File: src/rtl/reliable_duplicate_filter_unit_defines.svh
// ----------------------------------------------------------------------------
// Assertion macros for the duplicate filter.
// Each macro expects clk and rst_n to be visible in the module that uses it.
// ----------------------------------------------------------------------------
`ifndef RELIABLE_DUPLICATE_FILTER_UNIT_DEFINES_SVH
`define RELIABLE_DUPLICATE_FILTER_UNIT_DEFINES_SVH

// Checks that the consequent holds in the same cycle as the antecedent.
`define RDF_ASSERT_SAME(lbl, ante, cons) \
    lbl: assert property (@(posedge clk) disable iff (!rst_n) (ante) |-> (cons)) \
        else $error("duplicate filter check failed");

// Checks that the consequent holds in the cycle after the antecedent.
`define RDF_ASSERT_NEXT(lbl, ante, cons) \
    lbl: assert property (@(posedge clk) disable iff (!rst_n) (ante) |=> (cons)) \
        else $error("duplicate filter check failed");

`endif

File: src/rtl/rdf_pkg.sv
`timescale 1ns / 1ps
// ----------------------------------------------------------------------------
// rdf_pkg
// Types and constants shared by the duplicate filter modules.
// ----------------------------------------------------------------------------
package rdf_pkg;

    localparam int TIME_WIDTH   = 32;
    localparam int SEQ_IN_WIDTH = 32;

    localparam logic [TIME_WIDTH-1:0] HOLD_RESET = 32'd1000;

    localparam logic REQ_CHECK = 1'b0;
    localparam logic REQ_PURGE = 1'b1;

    typedef struct packed {
        logic                    req_type;
        logic                    reliable;
        logic [SEQ_IN_WIDTH-1:0] seq_id;
        logic [TIME_WIDTH-1:0]   now;
    } in_word_t;

    typedef struct packed {
        logic is_new;
        logic table_full;
    } out_word_t;

    typedef struct packed {
        logic hit;
        logic expire;
    } cmp_res_t;

endpackage

File: src/rtl/rdf_stream_if.sv
`timescale 1ns / 1ps
// ----------------------------------------------------------------------------
// rdf_stream_if
// Valid/ready channel that carries one word per handshake.
// ----------------------------------------------------------------------------
interface rdf_stream_if #(
    parameter type T = logic
) ();

    logic valid;
    logic ready;
    T     data;

    modport source (output valid, output data, input ready);
    modport sink (input valid, input data, output ready);

endinterface

File: src/rtl/rdf_ram.sv
`timescale 1ns / 1ps
// ----------------------------------------------------------------------------
// rdf_ram
// Generic simple dual-port RAM with one write port and a registered read.
// ----------------------------------------------------------------------------
module rdf_ram #(
    parameter int WIDTH = 64,
    parameter int DEPTH = 64
) (
    input  logic                     clk,
    input  logic                     we,
    input  logic [$clog2(DEPTH)-1:0] waddr,
    input  logic [WIDTH-1:0]         wdata,
    input  logic [$clog2(DEPTH)-1:0] raddr,
    output logic [WIDTH-1:0]         rdata
);

    logic [WIDTH-1:0] mem [DEPTH];

    always_ff @(posedge clk)
    begin
        if (we)
        begin
            mem[waddr] <= wdata;
        end
        rdata <= mem[raddr];
    end

endmodule

File: src/rtl/rdf_cmp.sv
`timescale 1ns / 1ps
// ----------------------------------------------------------------------------
// rdf_cmp
// Shared compare unit that judges one table entry per cycle.
// ----------------------------------------------------------------------------
module rdf_cmp #(
    parameter int SEQ_WIDTH = 32
) (
    input  logic                           entry_valid,
    input  logic [SEQ_WIDTH-1:0]           entry_seq,
    input  logic [rdf_pkg::TIME_WIDTH-1:0] entry_time,
    input  logic [SEQ_WIDTH-1:0]           key,
    input  logic [rdf_pkg::TIME_WIDTH-1:0] limit,
    input  logic                           purge_en,
    output rdf_pkg::cmp_res_t              res
);

    always_comb
    begin
        res.hit    = entry_valid && (entry_seq == key);
        res.expire = entry_valid && purge_en && (entry_time < limit);
    end

endmodule

File: src/rtl/reliable_duplicate_filter_unit.sv
`timescale 1ns / 1ps
// An unreliable check goes from S_IDLE to S_POST; a reliable check or a purge goes through S_PRIME
// and S_SCAN, which scans one entry per cycle, to S_POST. S_POST then loads the output register.
// A new word is taken only in S_IDLE, so each scan through the one read port ends before the next word.
// A result waiting on the output does not block acceptance of the next word.
// Reset clears all valid bits at once and sets hold_reg to 1000; no clearing pass.
// ----------------------------------------------------------------------------
// reliable_duplicate_filter_unit
// Sequence id duplicate filter with aging, scanned by a small sequencer.
// ----------------------------------------------------------------------------
`include "reliable_duplicate_filter_unit_defines.svh"

module reliable_duplicate_filter_unit #(
    parameter int TABLE_ENTRIES = 64,
    parameter int SEQ_WIDTH     = 32
) (
    input  logic                           clk,
    input  logic                           rst_n,
    input  logic                           cfg_we,
    input  logic [rdf_pkg::TIME_WIDTH-1:0] cfg_wdata,
    rdf_stream_if.sink                     req,
    rdf_stream_if.source                   rsp
);

    localparam int IDX_W   = $clog2(TABLE_ENTRIES);
    localparam int ENTRY_W = SEQ_WIDTH + rdf_pkg::TIME_WIDTH;
    localparam logic [IDX_W-1:0] LAST_IDX = IDX_W'(TABLE_ENTRIES - 1);

    typedef enum logic [3:0] {
        S_IDLE  = 4'b0001,
        S_PRIME = 4'b0010,
        S_SCAN  = 4'b0100,
        S_POST  = 4'b1000
    } state_t;

    state_t                         state_reg, state_next;
    logic [IDX_W-1:0]               cnt_reg, cnt_next;
    logic [IDX_W-1:0]               eval_reg, eval_next;
    logic [SEQ_WIDTH-1:0]           key_reg, key_next;
    logic [rdf_pkg::TIME_WIDTH-1:0] now_reg, now_next;
    logic [rdf_pkg::TIME_WIDTH-1:0] limit_reg, limit_next;
    logic [rdf_pkg::TIME_WIDTH-1:0] hold_reg, hold_next;
    logic                           purge_en_reg, purge_en_next;
    logic                           is_purge_reg, is_purge_next;
    logic                           free_found_reg, free_found_next;
    logic [IDX_W-1:0]               free_idx_reg, free_idx_next;
    logic [TABLE_ENTRIES-1:0]       valid_reg, valid_next;
    logic                           res_new_reg, res_new_next;
    logic                           res_full_reg, res_full_next;
    logic                           out_valid_reg, out_valid_next;
    logic                           out_new_reg, out_new_next;
    logic                           out_full_reg, out_full_next;

    logic                           ram_we;
    logic [IDX_W-1:0]               ram_waddr;
    logic [ENTRY_W-1:0]             ram_rdata;
    logic                           free_here;
    logic                           last_entry;
    logic                           slot_avail;
    logic [IDX_W-1:0]               free_slot;
    rdf_pkg::cmp_res_t              cmp_res;

    rdf_ram #(
        .WIDTH (ENTRY_W),
        .DEPTH (TABLE_ENTRIES)
    ) u_ram (
        .clk   (clk),
        .we    (ram_we),
        .waddr (ram_waddr),
        .wdata ({key_reg, now_reg}),
        .raddr (cnt_reg),
        .rdata (ram_rdata)
    );

    rdf_cmp #(
        .SEQ_WIDTH (SEQ_WIDTH)
    ) u_cmp (
        .entry_valid (valid_reg[eval_reg]),
        .entry_seq   (ram_rdata[ENTRY_W-1:rdf_pkg::TIME_WIDTH]),
        .entry_time  (ram_rdata[rdf_pkg::TIME_WIDTH-1:0]),
        .key         (key_reg),
        .limit       (limit_reg),
        .purge_en    (purge_en_reg),
        .res         (cmp_res)
    );

    assign free_here  = !valid_reg[eval_reg];
    assign last_entry = (eval_reg == LAST_IDX);
    assign slot_avail = free_found_reg || free_here;
    assign free_slot  = free_found_reg ? free_idx_reg : eval_reg;

    always_comb
    begin
        ram_we    = 1'b0;
        ram_waddr = free_slot;
        if ((state_reg == S_SCAN) && !is_purge_reg)
        begin
            if (cmp_res.hit)
            begin
                ram_we    = 1'b1;
                ram_waddr = eval_reg;
            end
            else if (last_entry && slot_avail)
            begin
                ram_we = 1'b1;
            end
        end
    end

    always_comb
    begin
        state_next      = state_reg;
        cnt_next        = cnt_reg;
        eval_next       = eval_reg;
        key_next        = key_reg;
        now_next        = now_reg;
        limit_next      = limit_reg;
        purge_en_next   = purge_en_reg;
        is_purge_next   = is_purge_reg;
        free_found_next = free_found_reg;
        free_idx_next   = free_idx_reg;
        valid_next      = valid_reg;
        res_new_next    = res_new_reg;
        res_full_next   = res_full_reg;
        out_valid_next  = out_valid_reg;
        out_new_next    = out_new_reg;
        out_full_next   = out_full_reg;
        hold_next       = cfg_we ? cfg_wdata : hold_reg;

        if (out_valid_reg && rsp.ready)
        begin
            out_valid_next = 1'b0;
        end

        case (state_reg)
            S_IDLE:
            begin
                if (req.valid)
                begin
                    key_next        = SEQ_WIDTH'(req.data.seq_id);
                    now_next        = req.data.now;
                    limit_next      = req.data.now - hold_reg;
                    purge_en_next   = (req.data.now >= hold_reg);
                    is_purge_next   = (req.data.req_type == rdf_pkg::REQ_PURGE);
                    free_found_next = 1'b0;
                    cnt_next        = '0;
                    if ((req.data.req_type == rdf_pkg::REQ_CHECK) && !req.data.reliable)
                    begin
                        res_new_next  = 1'b1;
                        res_full_next = 1'b0;
                        state_next    = S_POST;
                    end
                    else
                    begin
                        state_next = S_PRIME;
                    end
                end
            end
            S_PRIME:
            begin
                cnt_next   = cnt_reg + 1'b1;
                eval_next  = cnt_reg;
                state_next = S_SCAN;
            end
            S_SCAN:
            begin
                cnt_next  = cnt_reg + 1'b1;
                eval_next = eval_reg + 1'b1;
                if (is_purge_reg)
                begin
                    if (cmp_res.expire)
                    begin
                        valid_next[eval_reg] = 1'b0;
                    end
                    if (last_entry)
                    begin
                        res_new_next  = 1'b0;
                        res_full_next = 1'b0;
                        state_next    = S_POST;
                    end
                end
                else if (cmp_res.hit)
                begin
                    res_new_next  = 1'b0;
                    res_full_next = 1'b0;
                    state_next    = S_POST;
                end
                else
                begin
                    if (free_here && !free_found_reg)
                    begin
                        free_found_next = 1'b1;
                        free_idx_next   = eval_reg;
                    end
                    if (last_entry)
                    begin
                        res_new_next  = 1'b1;
                        res_full_next = !slot_avail;
                        if (slot_avail)
                        begin
                            valid_next[free_slot] = 1'b1;
                        end
                        state_next = S_POST;
                    end
                end
            end
            S_POST:
            begin
                if (!out_valid_reg || rsp.ready)
                begin
                    out_valid_next = 1'b1;
                    out_new_next   = res_new_reg;
                    out_full_next  = res_full_reg;
                    state_next     = S_IDLE;
                end
            end
            default:
            begin
                state_next = S_IDLE;
            end
        endcase
    end

    always_ff @(posedge clk or negedge rst_n)
    begin
        if (!rst_n)
        begin
            state_reg      <= S_IDLE;
            cnt_reg        <= '0;
            is_purge_reg   <= 1'b0;
            free_found_reg <= 1'b0;
            valid_reg      <= '0;
            hold_reg       <= rdf_pkg::HOLD_RESET;
            out_valid_reg  <= 1'b0;
        end
        else
        begin
            state_reg      <= state_next;
            cnt_reg        <= cnt_next;
            is_purge_reg   <= is_purge_next;
            free_found_reg <= free_found_next;
            valid_reg      <= valid_next;
            hold_reg       <= hold_next;
            out_valid_reg  <= out_valid_next;
        end
    end

    always_ff @(posedge clk)
    begin
        eval_reg     <= eval_next;
        key_reg      <= key_next;
        now_reg      <= now_next;
        limit_reg    <= limit_next;
        purge_en_reg <= purge_en_next;
        free_idx_reg <= free_idx_next;
        res_new_reg  <= res_new_next;
        res_full_reg <= res_full_next;
        out_new_reg  <= out_new_next;
        out_full_reg <= out_full_next;
    end

    assign req.ready           = (state_reg == S_IDLE);
    assign rsp.valid           = out_valid_reg;
    assign rsp.data.is_new     = out_new_reg;
    assign rsp.data.table_full = out_full_reg;

    `RDF_ASSERT_NEXT(a_hit_answers_duplicate,
        (state_reg == S_SCAN) && !is_purge_reg && cmp_res.hit,
        (state_reg == S_POST) && !res_new_reg)
    `RDF_ASSERT_NEXT(a_insert_sets_valid,
        ram_we && !cmp_res.hit,
        valid_reg[$past(ram_waddr)])
    `RDF_ASSERT_SAME(a_purge_never_writes,
        ram_we,
        (state_reg == S_SCAN) && !is_purge_reg)
    `RDF_ASSERT_SAME(a_full_only_on_new,
        rsp.valid && rsp.data.table_full,
        rsp.data.is_new)

endmodule

File: src/flat_wrapper.sv
// flat-port wrapper written by rule: the top's interface ports become plain ports
module reliable_duplicate_filter_unit_flat 
#(
    parameter int TABLE_ENTRIES = 64,
    parameter int SEQ_WIDTH     = 32
)
  (clk, rst_n, cfg_we, cfg_wdata, req_valid, req_data, req_ready, rsp_valid, rsp_data, rsp_ready);
  rdf_stream_if #(.T(rdf_pkg::in_word_t)) req_i ();
  rdf_stream_if #(.T(rdf_pkg::out_word_t)) rsp_i ();
  input  logic clk;
  input  logic rst_n;
  input  logic cfg_we;
  input  logic [rdf_pkg::TIME_WIDTH-1:0] cfg_wdata;
  input wire logic [$bits(req_i.valid)-1:0] req_valid;
  input wire logic [$bits(req_i.data)-1:0] req_data;
  output wire logic [$bits(req_i.ready)-1:0] req_ready;
  output wire logic [$bits(rsp_i.valid)-1:0] rsp_valid;
  output wire logic [$bits(rsp_i.data)-1:0] rsp_data;
  input wire logic [$bits(rsp_i.ready)-1:0] rsp_ready;
  assign req_i.valid = req_valid;
  assign req_i.data = req_data;
  assign req_ready = req_i.ready;
  assign rsp_valid = rsp_i.valid;
  assign rsp_data = rsp_i.data;
  assign rsp_i.ready = rsp_ready;
  reliable_duplicate_filter_unit #(.TABLE_ENTRIES(TABLE_ENTRIES), .SEQ_WIDTH(SEQ_WIDTH)) u_core (.clk(clk), .rst_n(rst_n), .cfg_we(cfg_we), .cfg_wdata(cfg_wdata), .req(req_i), .rsp(rsp_i));
endmodule
File: config.mk
export PLATFORM = sky130hd
export DESIGN_NAME = reliable_duplicate_filter_unit_flat
export DESIGN_NICKNAME = d
export VERILOG_FILES = /design/src/rtl/rdf_pkg.sv /design/src/rtl/rdf_stream_if.sv /design/src/rtl/rdf_ram.sv /design/src/rtl/rdf_cmp.sv /design/src/rtl/reliable_duplicate_filter_unit.sv /design/src/flat_wrapper.sv
export VERILOG_INCLUDE_DIRS = /design/src /design/src/rtl
export SDC_FILE = /design/constraint.sdc
export NUM_CORES = 2
export LEC_CHECK = 0
export BUFFER_PORTS_ARGS = -buffer_cell sky130_fd_sc_hd__buf_2
export CORE_ASPECT_RATIO = 0.7
export CORE_MARGIN = 1.5
export CORE_UTILIZATION = 30
export CTS_BUF_LIST = sky130_fd_sc_hd__clkbuf_16
export DETAILED_ROUTE_END_ITERATION = 10
export GPL_TIMING_DRIVEN = 0
export PLACE_DENSITY = 0.5
export SKIP_CTS_REPAIR_TIMING = 1
export SLEW_MARGIN = 20
export SYNTH_ARGS = -nofsm -noshare
export SYNTH_HDL_FRONTEND = slang
export SYNTH_SLANG_ARGS = --single-unit
File: constraint.sdc
create_clock -name clk -period 9.35 [get_ports clk]
set_clock_uncertainty 0.2 [all_clocks]
set_input_delay 1.4025 -clock clk [delete_from_list [all_inputs] [get_ports clk]]
set_output_delay 1.4025 -clock clk [all_outputs]
set_load 0.01 [all_outputs]
==> results.md <==
- Status: complete, no violations
- Total power: between 50 and 60 mW
- Flop pwr share: 0.456
- Mux cell area share after synthesis: 0.183
- Final min period: 7.47 ns
- Critical path startpoint category: register
- Detailed Routing Iterations Pass 1: 6
- Post-layout nets: roughly 8200
- Die Span X: about 900 um
- Syn Inst Count: 6999
- Synth Area in Compound Gates: 0.0129
- Layout area overhead: 20.3%
- Seq cells post-synth: around 4400
- Final setup fails: 0
- 1st-iter DRT viols: about 11000
- Global-route wire length before repair: 683000 um
- Distinct cell type count after synthesis: 75
- Ys flop type: edfxtp_1
- Slowest CP cell: xnor2_1
- Clock Tree Buf Depth: 4
- Crit-path max FO: 29
- Synth Area in XOR/XNOR: 0.00360
- Max VDD drop: 0.175 mV
- Antenna violation net count after detailed routing: 0
- Gp weighted congestion: approximately 0.85
- Initial core utilization: 0.302
- Post-Syn Area per Cell: between 20 and 25 um^2
- Grt total ovfl: 0
- # fillers: 50100
- Via density: 5.24
- Crit share post-route: 0.798
- Setup TNS: 0 ns
- Final Hold Fails: 0
- Pwr/cell area: between 200 and 300 mW/mm^2
- Most frequent cells in the layout: edfxtp_1, mux4_2, clkbuf_16
- DP Wirelength: 358000 um
- Ratio of cells with drive above 1 in the final layout: 0.331
- Syn_nets: just over 7000
- Cell Chain, Critical Path: buf_8 -> buf_8 -> xnor2_1 -> nand4_1 -> nor4_2 -> buf_2 -> buf_6 -> nand2_1 -> nor4_4 -> buf_2 -> nand2_1 -> o22ai_4 -> buf_16 -> buf_16 -> buf_16
- DIE AREA: about 0.56 mm^2
- CP Data Required Time: 9.86 ns
- Most frequent CP cell: buf_16
- DRC: 0
- Slew Viols, Final: 0
- I/O pin cnt: ~110
- Worst slew pin tran: 1.21 ns
- Initial antenna violation count: 46
- Overall Global Routing Usage: 0.172
- # rows: 229
- Largest register FFs: around 4000
- Relative slew slack: 0.184
- WL final: 499000 um
- Internal: ~37 mW
- Wire length per cell: about 32 um
- Pleak: 61.9 nW
- Max frequency: 0.134 GHz
- Vias: slightly above 80000
- Die Y: around 630 um
- Switching Power: between 10 and 15 mW
- Combinational cell fraction of total power: 0.218
- Adder-Cell Fraction of Synth Area: 0.00496
- Clock Pin Slew Worst Setup and Hold Paths: about 0.070 ns
- Worst path arrival time: 7.97 ns
- TritonCTS clock tree: yes
- Worst min path class: in -> async
- Post-synthesis simple-gate area fraction: 0.00877
- CP peak stage delay: around 0.92 ns
- CORE AREA: approximately 0.56 mm^2
- Ys Warns: 0
- RSZ-0062 raised after global routing: no
- Vias in the first global route: about 82000
- Num Clock Sinks: 4382
- Most common cell after layout, fill and taps aside: edfxtp_1
- Sequential share of the synthesized area: 0.776
- Post-synthesis cell area: 0.168 mm^2
- Sw Share: 0.281
- H-tree Lvls: 5
- Root Driver: clkbuf_16
- # port buffers: roughly 110
- Largest family of logic cells by synthesized area: multiplexers
- CP Class: reg -> reg
- Synth async-reset ratio: 0.0249
- Clock Power Share: 0.326
- Post-synth EDFFs: roughly 4200
- Crit end category: register
- Worst-Skew Late Latency: between 1 and 1.5 ns
- Max-cap viol count: 0
- Largest net degree at the start of global routing: 60
- Num CTS Buffers: 419
[per-stage QoR]
| stage | util | cell area [um^2] | cells | setup WS (ns) | hold WS (ns) |
|---|---|---|---|---|---|
| after CTS | 0.363 | 202000 | 15700 | 2.27 | 0.0596 |
| after global routing | 0.363 | 202000 | 15700 | 1.61 | 0.119 |
| after detailed placement | 0.339 | 189000 | 15000 | 2.32 | 0.216 |
| after floorplan | - | 168000 | 6999 | 2.75 | 0.200 |
| after global placement | 0.319 | 178000 | 14500 | -7.02 | 0.211 |
| final | 0.363 | 202000 | 15700 | 1.88 | 0.125 |
[path summary, 6_finish.rpt]
path | start | endpoint | slack, ns | cells past startpoint
worst min-delay path | rst_n | u_core.valid_reg[3] | 0.12 | 1
worst min register to register | u_core.res_full_reg | u_core.out_full_reg | 0.22 | 0
worst max register to register | u_core.key_reg[19] | u_core.u_ram.mem[40][34] | 1.88 | 15
worst max-delay path | u_core.key_reg[19] | u_core.u_ram.mem[40][34] | 1.88 | 15
min in group clk | u_core.res_full_reg | u_core.out_full_reg | 0.22 | 0
max in group asynchronous | rst_n | u_core.hold_reg[24] | 8.06 | 2
[power groups by stage]
| stage | sequential, mW | clock, mW | combinational, mW |
|---|---|---|---|
| final | 23.3 | 16.6 | 11.1 |
| after global routing | 23.3 | 17.6 | 11.8 |
| after floorplan | 24.0 | 0 | 6.01 |
| after global placement | 24.6 | 0 | 9.48 |
| after detailed placement | 23.7 | 0 | 11.2 |
| after CTS | 23.3 | 16.9 | 11.3 |
[per-layer routing]
layer	GRT usage	up-vias	routed length, um
met4	0.0361	4	10700
li1	-	32300	-
met5	0	-	26
met2	0.256	3877	220000
met3	0.0348	623	43300
met1	0.262	45700	225000
[cell families after synthesis]
| group | Yosys count |
|---|---|
| AO/OA/AOI/OAI | 335 |
| XOR/XNOR | 69 |
| adder cells (fa/ha/maj) | 66 |
| buffers and inverters | 446 |
| flip-flops | 4382 |
| multiplexers | 1382 |
| AND/OR/NAND/NOR | 319 |
[worst max-delay path: cells and delay by family, from the launching register on]
kind            cells  cell delay [ns]
flops               1             0.63
xor+xnor            1             0.92
compound gates      1             0.78
buf+inv             8             1.92
simple gates        5             2.61
[synth_stat cells, types with 6 or more instances]
master    instances  area (um^2)
a31oi_1          50          313
a211oi_1          8         60.1
dfrtp_1         102         2550
buf_2            10         50.1
a21oi_1          45          225
nand4_1          23          144
o21ai_1          18         90.1
clkbuf_1        240          901
o21a_1            7         52.6
nor3_1           16         80.1
nand3_1          16         80.1
dfxtp_1          64         1280
xor2_1           12          105
nand2_1         107          402
nor2b_1           9         56.3
and2_1            6         37.5
nand2b_1          9         56.3
o21ai_0          70          350
o21bai_1          7         52.6
edfxtp_1       4209       126000
o22ai_1          21          131
a22oi_1           7         52.6
mux2_2            7         78.8
mux4_2         1351        30400
mux2i_1          20          200
dfstp_2           7          184
xnor2_1          57          499
o221ai_1         10         87.6
and3_1            6         37.5
inv_1            96          360
o31ai_1          28          210
ha_1             65          813
buf_1            91          342
a21o_1           20          150
nor2_1          105          394
[final cells by class]
| type | instances | area [um^2] | area share |
|---|---|---|---|
| Clock inverter | 342 | 2750 | 0.0136 |
| Clock buffer | 419 | 10500 | 0.0519 |
| Tap cell | 7392 | 9250 | 0.0458 |
| Antenna cell | 14 | 35.0 | 0.000173 |
| Buffer | 349 | 1590 | 0.00785 |
| Sequential cell | 4382 | 130000 | 0.645 |
| Multi-Input combinational cell | 2171 | 36600 | 0.181 |
| Inverter | 97 | 364 | 0.00180 |
| Timing Repair Buffer | 583 | 10700 | 0.0529 |
Power figures use the tool's default switching activity.
